### src/text_console_writer_defines.svh
// ----------------------------------------------------------------------------
// Text console writer: assertion macros
// Shared assertion forms. They expect signals named clk and rst in scope.
// ----------------------------------------------------------------------------
`ifndef TEXT_CONSOLE_WRITER_DEFINES_SVH
`define TEXT_CONSOLE_WRITER_DEFINES_SVH

// Property checked at every clock edge outside of reset.
`define TCW_ASSERT(label, prop, msg) \
  label: assert property (@(posedge clk) disable iff (rst) prop) \
    else $error(msg);

// Consequence checked in the cycle after the condition, outside of reset.
`define TCW_ASSERT_NEXT(label, cond, prop, msg) \
  label: assert property (@(posedge clk) disable iff (rst) (cond) |=> (prop)) \
    else $error(msg);

`endif

### src/tcw_pkg.sv
// ----------------------------------------------------------------------------
// Text console writer package
// Field widths, character and register codes, and shared types.
// ----------------------------------------------------------------------------
package tcw_pkg;

  localparam int COLUMNS_DEFAULT = 80;
  localparam int ROWS_DEFAULT    = 25;

  localparam int CHAR_W    = 8;
  localparam int INDEX_W   = 11;
  localparam int WORD_W    = 16;
  localparam int COLOR_W   = 4;
  localparam int REG_IDX_W = 2;

  typedef enum logic {
    CMD_PUT  = 1'b0,
    CMD_READ = 1'b1
  } command_t;

  localparam logic [CHAR_W-1:0] CHAR_NUL     = 8'h00;
  localparam logic [CHAR_W-1:0] CHAR_NEWLINE = 8'h0A;
  localparam logic [CHAR_W-1:0] CHAR_SPACE   = 8'h20;

  localparam logic [REG_IDX_W-1:0] REG_FOREGROUND = 2'd0;
  localparam logic [REG_IDX_W-1:0] REG_BACKGROUND = 2'd1;

  localparam logic [COLOR_W-1:0] FOREGROUND_RESET = 4'hF;
  localparam logic [COLOR_W-1:0] BACKGROUND_RESET = 4'h0;

  // Request to the cursor unit: advance by one character or take a newline.
  typedef struct packed {
    logic step;
    logic newline;
  } cursor_op_t;

endpackage

### src/tcw_cursor.sv
// ----------------------------------------------------------------------------
// Text console writer: cursor unit
// Holds row, column and linear position and reports when a step runs past
// the last row, which the sequencer answers with a scroll.
// ----------------------------------------------------------------------------
`include "text_console_writer_defines.svh"

module tcw_cursor #(
  parameter int COLUMNS = tcw_pkg::COLUMNS_DEFAULT,
  parameter int ROWS    = tcw_pkg::ROWS_DEFAULT,
  localparam int ADDR_W = $clog2(COLUMNS * ROWS)
) (
  input  logic                clk,
  input  logic                rst,
  input  tcw_pkg::cursor_op_t op,
  output logic [ADDR_W-1:0]   pos,
  output logic [ADDR_W-1:0]   pos_next,
  output logic                overflow
);

  localparam int COL_W = $clog2(COLUMNS);
  localparam int ROW_W = $clog2(ROWS);

  logic [ROW_W-1:0] row, row_next;
  logic [COL_W-1:0] col, col_next;
  logic             line_end;

  always_comb begin
    line_end = op.newline || (col == COL_W'(COLUMNS - 1));
    overflow = op.step && line_end && (row == ROW_W'(ROWS - 1));
    row_next = row;
    col_next = col;
    pos_next = pos;
    if (op.step) begin
      if (overflow) begin
        row_next = ROW_W'(ROWS - 1);
        col_next = '0;
        pos_next = ADDR_W'((ROWS - 1) * COLUMNS);
      end else if (line_end) begin
        // Start of the next row, whether reached by newline or by wrapping.
        row_next = row + 1'b1;
        col_next = '0;
        pos_next = pos - ADDR_W'(col) + ADDR_W'(COLUMNS);
      end else begin
        col_next = col + 1'b1;
        pos_next = pos + 1'b1;
      end
    end
  end

  always_ff @(posedge clk) begin
    if (rst) begin
      row <= '0;
      col <= '0;
      pos <= '0;
    end else begin
      row <= row_next;
      col <= col_next;
      pos <= pos_next;
    end
  end

  `TCW_ASSERT(a_pos_consistent, int'(pos) == int'(row) * COLUMNS + int'(col), "cursor position disagrees with row and column")
  `TCW_ASSERT(a_col_range, int'(col) < COLUMNS && int'(row) < ROWS, "cursor outside the screen")
  `TCW_ASSERT(a_overflow_last_row, overflow |-> (row == ROW_W'(ROWS - 1)), "overflow away from the last row")

endmodule

### config.mk
export PLATFORM = sky130hd
export DESIGN_NAME = tcw_cursor
export DESIGN_NICKNAME = d
export VERILOG_FILES = /design/src/tcw_pkg.sv /design/src/tcw_cursor.sv
export VERILOG_INCLUDE_DIRS = /design/src /design/src/src
export SDC_FILE = /design/constraint.sdc
export NUM_CORES = 1
export LEC_CHECK = 0
export ABC_CLOCK_PERIOD_IN_PS = 4000
export BUFFER_PORTS_ARGS = -buffer_cell sky130_fd_sc_hd__buf_2
export CAP_MARGIN = 20
export CORE_MARGIN = 2
export CORE_UTILIZATION = 45
export CTS_CLUSTER_DIAMETER = 60
export DETAILED_ROUTE_END_ITERATION = 8
export PLACE_DENSITY_LB_ADDON = 0.2
export REMOVE_ABC_BUFFERS = 1
export SYNTH_ARGS = -nofsm -noshare
export SYNTH_HDL_FRONTEND = slang
export SYNTH_SLANG_ARGS = --single-unit
### constraint.sdc
create_clock -name clk -period 4 [get_ports clk]
set_input_delay 0.8 -clock clk [delete_from_list [all_inputs] [get_ports clk]]
set_output_delay 0.8 -clock clk [all_outputs]
set_load 0.005 [all_outputs]
==> results of run 1 <==
-- cell families (layout without fill, tap and decap cells) --
kind of cell,Yosys count,count (layout),synth area share
xor gates and xnor gates,15,15,0.0707
and+or+nand+nor,79,79,0.226
muxes,1,1,0.00539
DFF,23,23,0.248
adders and majority gates,23,23,0.159
AOI/OAI and AO/OA,57,57,0.213
buffers and inverters,34,59,0.0774
-- registers in the layout, summed over array words and instances (netlist names) --
register / count
row: 5
col: 7
pos: 11
-- power breakdown --
part	switching (W)	internal [W]
clock	0.0000829	0.0000698
sequential	0.0000185	0.000241
combinational	0.000106	0.0000892
total	0.000208	0.000400
-- layer usage --
metal	vias up	share of wire	global-route usage	wire length [µm]
li1	876	-	-	-
met1	780	0.51	0.298	2250
met2	29	0.44	0.322	1920
met3	5	0.034	0.0197	150
met4	0	0.015	0.0775	64
met5	-	0	0	0
-- synth_stat cells, types with 3 or more instances --
library cell   n  area (µm²)
nand4_1        6        37.5
dfxtp_1       23         460
nor2_1        17        63.8
xor2_1         8        70.1
nand2_1       17        63.8
nand3_1        5        25.0
inv_1         27         101
o21ai_0        8        40.0
clkbuf_1       4        15.0
nor2b_1        7        43.8
ha_1          22         275
xnor2_1        7        61.3
nor3_1        10        50.1
a21o_1         3        22.5
a21oi_1       19        95.1
a211oi_1       3        22.5
and3_1         3        18.8
-- through the flow --
| stage | cell area, µm² | util | hold WS (ps) |
|---|---|---|---|
| 2_1_floorplan | 1820 | - | 460 |
| 3_3_place_gp | 2020 | 0.506 | 485 |
| 3_5_place_dp | 2020 | 0.506 | 490 |
| 4_1_cts | 2070 | 0.517 | 504 |
| 5_1_grt | 2070 | 0.517 | 528 |
| 6_report | 2070 | 0.517 | 506 |
-- cells in the final DEF (no fill, tap or decap), types with 2 or more instances in the layout --
cell type   n
a211oi_1    3
a21o_1      3
a21oi_1    19
a22o_1      2
a31o_2      2
and2_1      2
and3_1      3
buf_2      26
buf_4       2
clkbuf_8    3
dfxtp_1    23
ha_1       22
inv_1      27
nand2_1    17
nand3_1     5
nand4_1     6
nor2_1     17
nor2b_1     7
nor3_1     10
nor4_1      2
o211ai_1    2
o21ai_0     8
o21ai_1     2
or3_1       2
xnor2_1     7
xor2_1      8
-- path summary, 6_finish.rpt --
kind         cells after the start  startpoint          end
max                             11      col[2]  pos_next[9]
min                              2      row[0]       row[0]
max reg2reg                     10      col[2]       pos[7]
min reg2reg                      2      row[0]       row[0]
-- final cells by class --
type                            instances  area (µm²)  share of cell area
Tap cell                               50        62.6              0.0302
Clock buffer                            3        41.3              0.0200
Inverter                               27         101              0.0490
Clock inverter                          1        5.00             0.00242
Multi-Input combinational cell        175        1250               0.606
Sequential cell                        23         460               0.222
Timing Repair Buffer                   28         145              0.0701
-- worst max-delay path, cell delays in order, from the launching register on --
cell and delay, ps:
dfxtp_1 450, inv_1 110, ha_1 310, inv_1 60
fa_1 440, nand2b_1 180, a21oi_1 140, a211oi_1 90
o21ai_0 260, xnor2_1 130, a211oi_1 240, buf_2 150
==> results.md, run 1 <==
* Fmax at 276 MHz
* Post-synth EDFFs at 0
* Synthesized area at 1860 µm²
* GRT Residual Overflow at 0
* Syn. warnings at 0
* Vias per cell at 5.50
* Residual DRC at 0
* Antenna violations before repair at 0
* Wirelength, routed at 4390 µm
* P&R area growth vs syn at 11.4%
* Routed length per instance at 14.3 µm
* WS Path Type: reg -> out
* Fin. max-slew vios at 0
* Finished Layout Cells at 307
* Clock sinks at 23
* # setup viols final at 0
* Post-CTS Hold Buffers at 0
* Post-Place Setup Slack at 710 ps
* Diode count at 0
* Leak at 0.893 nW
* Pin count of the biggest net entering global routing at 24
* Core Area at 4000 µm²
* Req. time, crit path at 3200 ps
* Die width at 68.3 µm
* Postcts setup bufs at 0
* Std-Cell Rows at 23
* CP max FO at 6
* Total GRT Usage at 0.208
* First-pass DRT Iterations at 4
* Tcrit/Tclk final at 0.906
* Top_reg_cell synth: dfxtp_1
* Critical path startpoint category: flop
* Post-cts resize count at 0
* Worst path arrival time at 2830 ps
* Count of input and output buffers at 26
* Post-synthesis sequential area ratio at 0.248
* Mapped Cells at 232
* Worst VDD drop at 0.129 mV
* Vias at 1690
* Share of cells above drive strength 1 at 0.163
* Final WS setup at 374 ps
* Rel. slew slack at 0.602
* Fin. Hold Viols at 0
* Synthesized area per cell at 8.01 µm²
* Full die area at 4660 µm²
* CTS Buf Count at 3
* Drt initial violations at 88
* First-pass GRT wire length at 7140 µm
* Max Cap Viol at 0
* Power Total at 0.000607 W
* Final Critical Period at 3630 ps
* Clk_lat worst skew at 270 ps
* TNS Setup at 0 ps
* Layout Nets at 285
* Seq cells post-synth at 23
* Post-route ant nets at 0
* Power per cell area at 294 nW/µm²
* CTS H-tree depth at 1
* Initial Util at 0.464
* Measured slew at the worst slew-check pin at 595 ps
* CP endpoint kind: output port
* RSZ-0062 raised after global routing: no
* Clock skew at 2.54 ps
* Worst min-delay path category: reg -> reg
* Root Buffer: clkbuf_8
* Post-synthesis async set-or-reset flop share at 0
* Placed cells at 303
* Clock Pin Slew Worst Setup and Hold Paths at 90 ps
* Gpl congestion at 0.818
* Yosys cell types at 52
* Flop2flop setup slack at 1420 ps
* Number of global-route vias before repair at 1480
* Dpl hpwl at 3300 µm
* CTS tree: built
* Die Y at 68.3 µm
* Worst-case clock buffer depth at 2
* Status: finished clean
* IO Count at 27
* Fill count at 416
Note: power is estimated with default switching activity, not from simulation.
==> run 2, diff against run 1 <==
--- a/config.mk
+++ b/config.mk
@@ -9,6 +9,7 @@
 export ABC_CLOCK_PERIOD_IN_PS = 4000
 export BUFFER_PORTS_ARGS = -buffer_cell sky130_fd_sc_hd__buf_2
 export CAP_MARGIN = 20
+export CORE_ASPECT_RATIO = 1.25
 export CORE_MARGIN = 2
 export CORE_UTILIZATION = 45
 export CTS_CLUSTER_DIAMETER = 60
==> run 2 against run 1 <==
Setup slack improved by 38 ps. Clock skew up 4.6 ps. Flip-flop and latch count unchanged. Critical path depth is the same. First-iteration DRC count decreased by 23%. Non-clock buffer count up 2. Combinational power grew 2%. Sequential power barely moved. Cell count increased by 2.6%. Largest cell class unchanged.
==> results.md, run 2 (synthesis results as in run 1) <==
* Share of cells above drive strength 1 at 0.166 (+0.00260)
* Layout Nets at 287 (+0.70%)
* Count of input and output buffers at 26 (unchanged)
* Die width at 61.5 µm (-9.9%)
* TNS Setup at 0 ps (unchanged)
* Fin. Hold Viols at 0 (unchanged)
* Pin count of the biggest net entering global routing at 24 (unchanged)
* CTS tree: built
* Diode count at 0 (unchanged)
* CP max FO at 6 (unchanged)
* Power per cell area at 290 nW/µm² (-1.3%)
* Max Cap Viol at 0 (unchanged)
* Leak at 0.901 nW (+0.83%)
* Initial Util at 0.461 (-0.00389)
* Post-Place Setup Slack at 690 ps (-19.9 ps)
* Clk_lat worst skew at 270 ps (about the same)
* Number of global-route vias before repair at 1562 (+5.5%)
* Total GRT Usage at 0.197 (-0.0110)
* Full die area at 4660 µm² (about the same)
* Die Y at 75.8 µm (+11%)
* Vias per cell at 5.30 (-3.7%)
* Rel. slew slack at 0.625 (+0.0227)
* Reg with most FFs: pos
* Fin. max-slew vios at 0 (unchanged)
* Fmax at 279 MHz (+1.1%)
* Drt initial violations at 68 (-23%)
* Most common cell after layout, fill and taps aside: inv_1
* Std-Cell Rows at 26 (+13%)
* Core Area at 4030 µm² (+0.84%)
* First-pass GRT wire length at 6880 µm (-3.7%)
* # setup viols final at 0 (unchanged)
* Clock sinks at 23 (unchanged)
* Max FFs per register at 11 (unchanged)
* Dpl hpwl at 3260 µm (-1.3%)
* CP peak stage delay at 450 ps (about the same)
* Biggest regs: pos: 11 flops, col: 7 flops, row: 5 flops
* WS Path Type: reg -> out
* Status: finished clean
* Final WS setup at 412 ps (+38.2 ps)
* Post-cts resize count at 0 (unchanged)
* Worst VDD drop at 0.130 mV (+0.68%)
* First-pass DRT Iterations at 4 (unchanged)
* Vias at 1670 (-1.2%)
* Post-CTS Hold Buffers at 0 (unchanged)
* CP endpoint kind: output port
* Measured slew at the worst slew-check pin at 557 ps (-38.1 ps)
* P&R area growth vs syn at 12.5%
* Residual DRC at 0 (unchanged)
* Req. time, crit path at 3200 ps (about the same)
* Wirelength, routed at 4360 µm (-0.73%)
* Most frequent cells in the layout: inv_1, buf_2, dfxtp_1, ha_1, a21oi_1
* Post-route ant nets at 0 (unchanged)
* Root Buffer: clkbuf_8
* Worst-case clock buffer depth at 2 (unchanged)
* Routed length per instance at 13.8 µm (-3.3%)
* Critical path startpoint category: flop
* Tcrit/Tclk final at 0.897 (-0.00955)
* Slowest CP cell: dfxtp_1
* Worst min-delay path category: reg -> reg
* RSZ-0062 raised after global routing: no
* IO Count at 27 (unchanged)
* Worst path arrival time at 2790 ps (-40 ps)
* Fill count at 408 (-1.9%)
* Top Family by Delay on Critical Path: adder cells
* Clock Pin Slew Worst Setup and Hold Paths at 90 ps (about the same)
* CTS H-tree depth at 1 (unchanged)
* CTS Buf Count at 3 (unchanged)
* Buffer and inverter count on the worst path at 3 (unchanged)
* GRT Residual Overflow at 0 (unchanged)
* Antenna violations before repair at 0 (unchanged)
* Clock skew at 7.17 ps (+4.63 ps)
* Postcts setup bufs at 0 (unchanged)
* Crit-path cells: inv_1, ha_1, inv_1, fa_1, nand2b_1, a21oi_1, a211oi_1, o21ai_0, xnor2_1, a211oi_1, buf_2
* Gpl congestion at 0.864 (+5.6%)
* Final Critical Period at 3590 ps (-38.2 ps)
run 2: changes by cell type in the layout (fill, tap and decap cells not counted), sizes merged:
cell | before | now
buf | 28 | 30
clkbuf | 3 | 4
clkinv | 1 | 0
run 2: final timing paths:
check         start     endpoint  slack (ps)  cells past startpoint
max reg2reg  pos[4]       pos[8]        1480                     10
min          row[0]       row[0]         500                      2
max          col[2]  pos_next[9]         410                     11
min reg2reg  row[0]       row[0]         500                      2
run 2: through the flow:
stage	cells	hold slack [ps]	total power, W	area (µm²)	util
global route	315	533	0.000651	2090	0.518
detailed placement	311	489	0.000462	2050	0.507
finish	315	504	0.000606	2090	0.518
CTS	315	500	0.000612	2090	0.518
floorplan	225	460	0.000395	1820	-
global placement	311	481	0.000459	2050	0.507
run 2: power by group:
group / leakage (nW) / total, W / internal [W] / switching [W]
logic: 0.691 / 0.000199 / 0.0000906 / 0.000108
clock network: 0.0228 / 0.000150 / 0.0000712 / 0.0000787
registers: 0.187 / 0.000257 / 0.000241 / 0.0000164
run 2: tightest hold or removal path: cells and delay by family, from the launching register on:
kind            cells  cell delay, ps
flops               1             350
compound gates      1              50
simple gates        1              60
run 2: cell type report:
cell class | instances | area, µm² | share of cell area
Clock buffer | 4 | 45.0 | 0.0215
Inverter | 27 | 101 | 0.0485
Multi-Input combinational cell | 175 | 1250 | 0.600
Sequential cell | 23 | 460 | 0.220
Tap cell | 56 | 70.1 | 0.0335
Timing Repair Buffer | 30 | 160 | 0.0766
run 2: layer usage:
layer / track usage / vias to the layer above / wire length, µm
li1: - / 876 / -
met1: 0.237 / 764 / 1960
met2: 0.369 / 26 / 2250
met3: 0.0238 / 4 / 107
met4: 0.0426 / 0 / 39
met5: 0 / - / 0
==> run 3, diff against run 2 <==
--- a/config.mk
+++ b/config.mk
@@ -8,10 +8,11 @@
 export LEC_CHECK = 0
 export ABC_CLOCK_PERIOD_IN_PS = 4000
 export BUFFER_PORTS_ARGS = -buffer_cell sky130_fd_sc_hd__buf_2
-export CAP_MARGIN = 20
+export CAP_MARGIN = 10
 export CORE_ASPECT_RATIO = 1.25
 export CORE_MARGIN = 2
 export CORE_UTILIZATION = 45
+export CTS_BUF_LIST = sky130_fd_sc_hd__clkbuf_8
 export CTS_CLUSTER_DIAMETER = 60
 export DETAILED_ROUTE_END_ITERATION = 8
 export PLACE_DENSITY_LB_ADDON = 0.2
==> constraint.sdc (replaced) <==
create_clock -name clk -period 4 [get_ports clk]
set_input_delay 0.8 -clock clk [delete_from_list [all_inputs] [get_ports clk]]
set_output_delay 0.8 -clock clk [all_outputs]
set_load 0.01 [all_outputs]
==> run 3 against run 2 <==
Total power is 1.3% higher. Combinational power grew 5%. Die area stayed put. Cell count did not move. Hold slack stayed put.
==> results.md, run 3 (synthesis results as in run 1) <==
* Fin. Hold Viols at 0 (unchanged)
* Post-CTS Hold Buffers at 0 (unchanged)
* Req. time, crit path at 3200 ps (about the same)
* First-pass DRT Iterations at 4 (unchanged)
* Worst VDD drop at 0.131 mV (+0.90%)
* Buffer and inverter count on the worst path at 3 (unchanged)
* Gpl congestion at 0.864 (unchanged)
* CTS H-tree depth at 1 (unchanged)
* Layout Nets at 287 (unchanged)
* CTS tree: built
* Fin. max-slew vios at 0 (unchanged)
* Gate power share at 0.340 (+0.012)
* CP peak stage delay at 450 ps (about the same)
* Die Y at 75.8 µm (unchanged)
* Postcts setup bufs at 0 (unchanged)
* Vias at 1670 (unchanged)
* Wirelength, routed at 4360 µm (unchanged)
* Power per cell area at 293 nW/µm² (+1.3%)
* Number of global-route vias before repair at 1562 (unchanged)
* Residual DRC at 0 (unchanged)
* Max Cap Viol at 0 (unchanged)
* # setup viols final at 0 (unchanged)
* WHS at 504 ps (unchanged)
* Max FFs per register at 11 (unchanged)
* Full die area at 4660 µm² (unchanged)
* Post-route ant nets at 0 (unchanged)
* Fin util at 0.518 (unchanged)
* Worst path arrival time at 2810 ps (+20 ps)
* Clock skew at 7.39 ps (+0.215 ps)
* Tcrit/Tclk final at 0.901 (+0.00457)
* Measured slew at the worst slew-check pin at 557 ps (unchanged)
* Count of input and output buffers at 26 (unchanged)
* Leak at 0.905 nW (+0.46%)
* Levels on crit path at 11 (unchanged)
* Power Total at 0.000613 W (+1.3%)
* RSZ-0062 raised after global routing: no
* Rel. slew slack at 0.625 (unchanged)
* Fmax at 277 MHz (-0.51%)
* GRT Residual Overflow at 0 (unchanged)
* Worst min-delay path category: reg -> reg
* Reg with most FFs: pos
* Routed length per instance at 13.8 µm (unchanged)
* Critical path startpoint category: flop
* Slowest CP cell: dfxtp_1
* Core Area at 4030 µm² (unchanged)
* P&R area growth vs syn at 12.5% (unchanged)
* Share of cells above drive strength 1 at 0.166 (unchanged)
* Diode count at 0 (unchanged)
* CP endpoint kind: output port
* Biggest regs: pos: 11 flops, col: 7 flops, row: 5 flops
* Post-Place Setup Slack at 672 ps (-18.0 ps)
* Final WS setup at 394 ps (-18.3 ps)
* Sequential Power Share at 0.419 (-0.005)
* CP max FO at 6 (unchanged)
* TNS Setup at 0 ps (unchanged)
* Std-Cell Rows at 26 (unchanged)
* CTS Buf Count at 3 (unchanged)
* Clk_lat worst skew at 270 ps (about the same)
* Clock Pin Slew Worst Setup and Hold Paths at 90 ps (about the same)
* Flop2flop setup slack at 1480 ps (about the same)
* Most common cell after layout, fill and taps aside: inv_1
* Worst Hold Depth at 2 (unchanged)
* Clock share of power at 0.241 (-0.007)
* Switching part of the total at 0.347 (+0.0117)
* Crit-path cells: inv_1, ha_1, inv_1, fa_1, nand2b_1, a21oi_1, a211oi_1, o21ai_0, xnor2_1, a211oi_1, buf_2
* Clock sinks at 23 (unchanged)
* Vias per cell at 5.30 (unchanged)
* Initial Util at 0.461 (unchanged)
* Total GRT Usage at 0.197 (unchanged)
* First-pass GRT wire length at 6880 µm (unchanged)
* Antenna violations before repair at 0 (unchanged)
* Die width at 61.5 µm (unchanged)
* Reg2reg path depth at 10 (unchanged)
* Dpl hpwl at 3260 µm (unchanged)
* Status: finished clean
* IO Count at 27 (unchanged)
* Top Family by Delay on Critical Path: adder cells
* Drt initial violations at 68 (unchanged)
* Final Critical Period at 3610 ps (+18.3 ps)
* Pin count of the biggest net entering global routing at 24 (unchanged)
* Root Buffer: clkbuf_8
* Worst-case clock buffer depth at 2 (unchanged)
* Post-cts resize count at 0 (unchanged)
* WS Path Type: reg -> out
* P_int at 0.000400 W (-0.52%)
* Most frequent cells in the layout: inv_1, buf_2, dfxtp_1, ha_1, a21oi_1
* Net Switching at 0.000213 W (+4.8%)
run 3: changes by cell type in the layout (fill, tap and decap cells not counted), sizes merged:
cell    change
clkbuf      -1
inv         +1
run 3: per-layer routing:
layer	track usage	up-vias	wire length [µm]
met5	0	-	0
met4	0.0426	0	39
met3	0.0238	4	107
met2	0.369	26	2250
met1	0.237	764	1960
li1	-	876	-
run 3: worst register-to-register path, stage by stage (launching register included):
cell and delay (ps):
dfxtp_1 430, inv_1 70, ha_1 280, inv_1 40
ha_1 350, a21o_1 200, a21oi_1 130, o21ai_0 230
o41ai_1 420, o21ai_2 120, nor2b_1 140
run 3: power groups by stage:
stage / Combinational [W] / Sequential [W] / Clock, W
6_report: 0.000209 / 0.000257 / 0.000148
5_1_grt: 0.000235 / 0.000260 / 0.000163
4_1_cts: 0.000210 / 0.000257 / 0.000153
3_5_place_dp: 0.000209 / 0.000263 / 0
3_3_place_gp: 0.000207 / 0.000262 / 0
2_1_floorplan: 0.000140 / 0.000265 / 0
run 3: cell type report:
| cell class | instances | area (µm²) |
|---|---|---|
| multi-input combinational | 175 | 1250 |
| fill | 408 | 1940 |
| sequential | 23 | 460 |
| timing repair buffer | 30 | 160 |
| inverter | 27 | 101 |
| clock inverter | 1 | 3.75 |
| tap | 56 | 70.1 |
| clock buffer | 3 | 41.3 |
run 3: path summary, 6_finish.rpt:
| kind | from | endpoint |
|---|---|---|
| worst max register to register | pos[4] | pos[8] |
| worst min register to register | row[0] | row[0] |
| worst min-delay path | row[0] | row[0] |
| worst max-delay path | col[2] | pos_next[9] |
run 3: per-stage QoR:
step,instance area (µm²),cells
floorplan,1820,225
global placement,2050,311
detailed placement,2050,311
CTS,2090,315
finish,2090,315
global route,2090,315
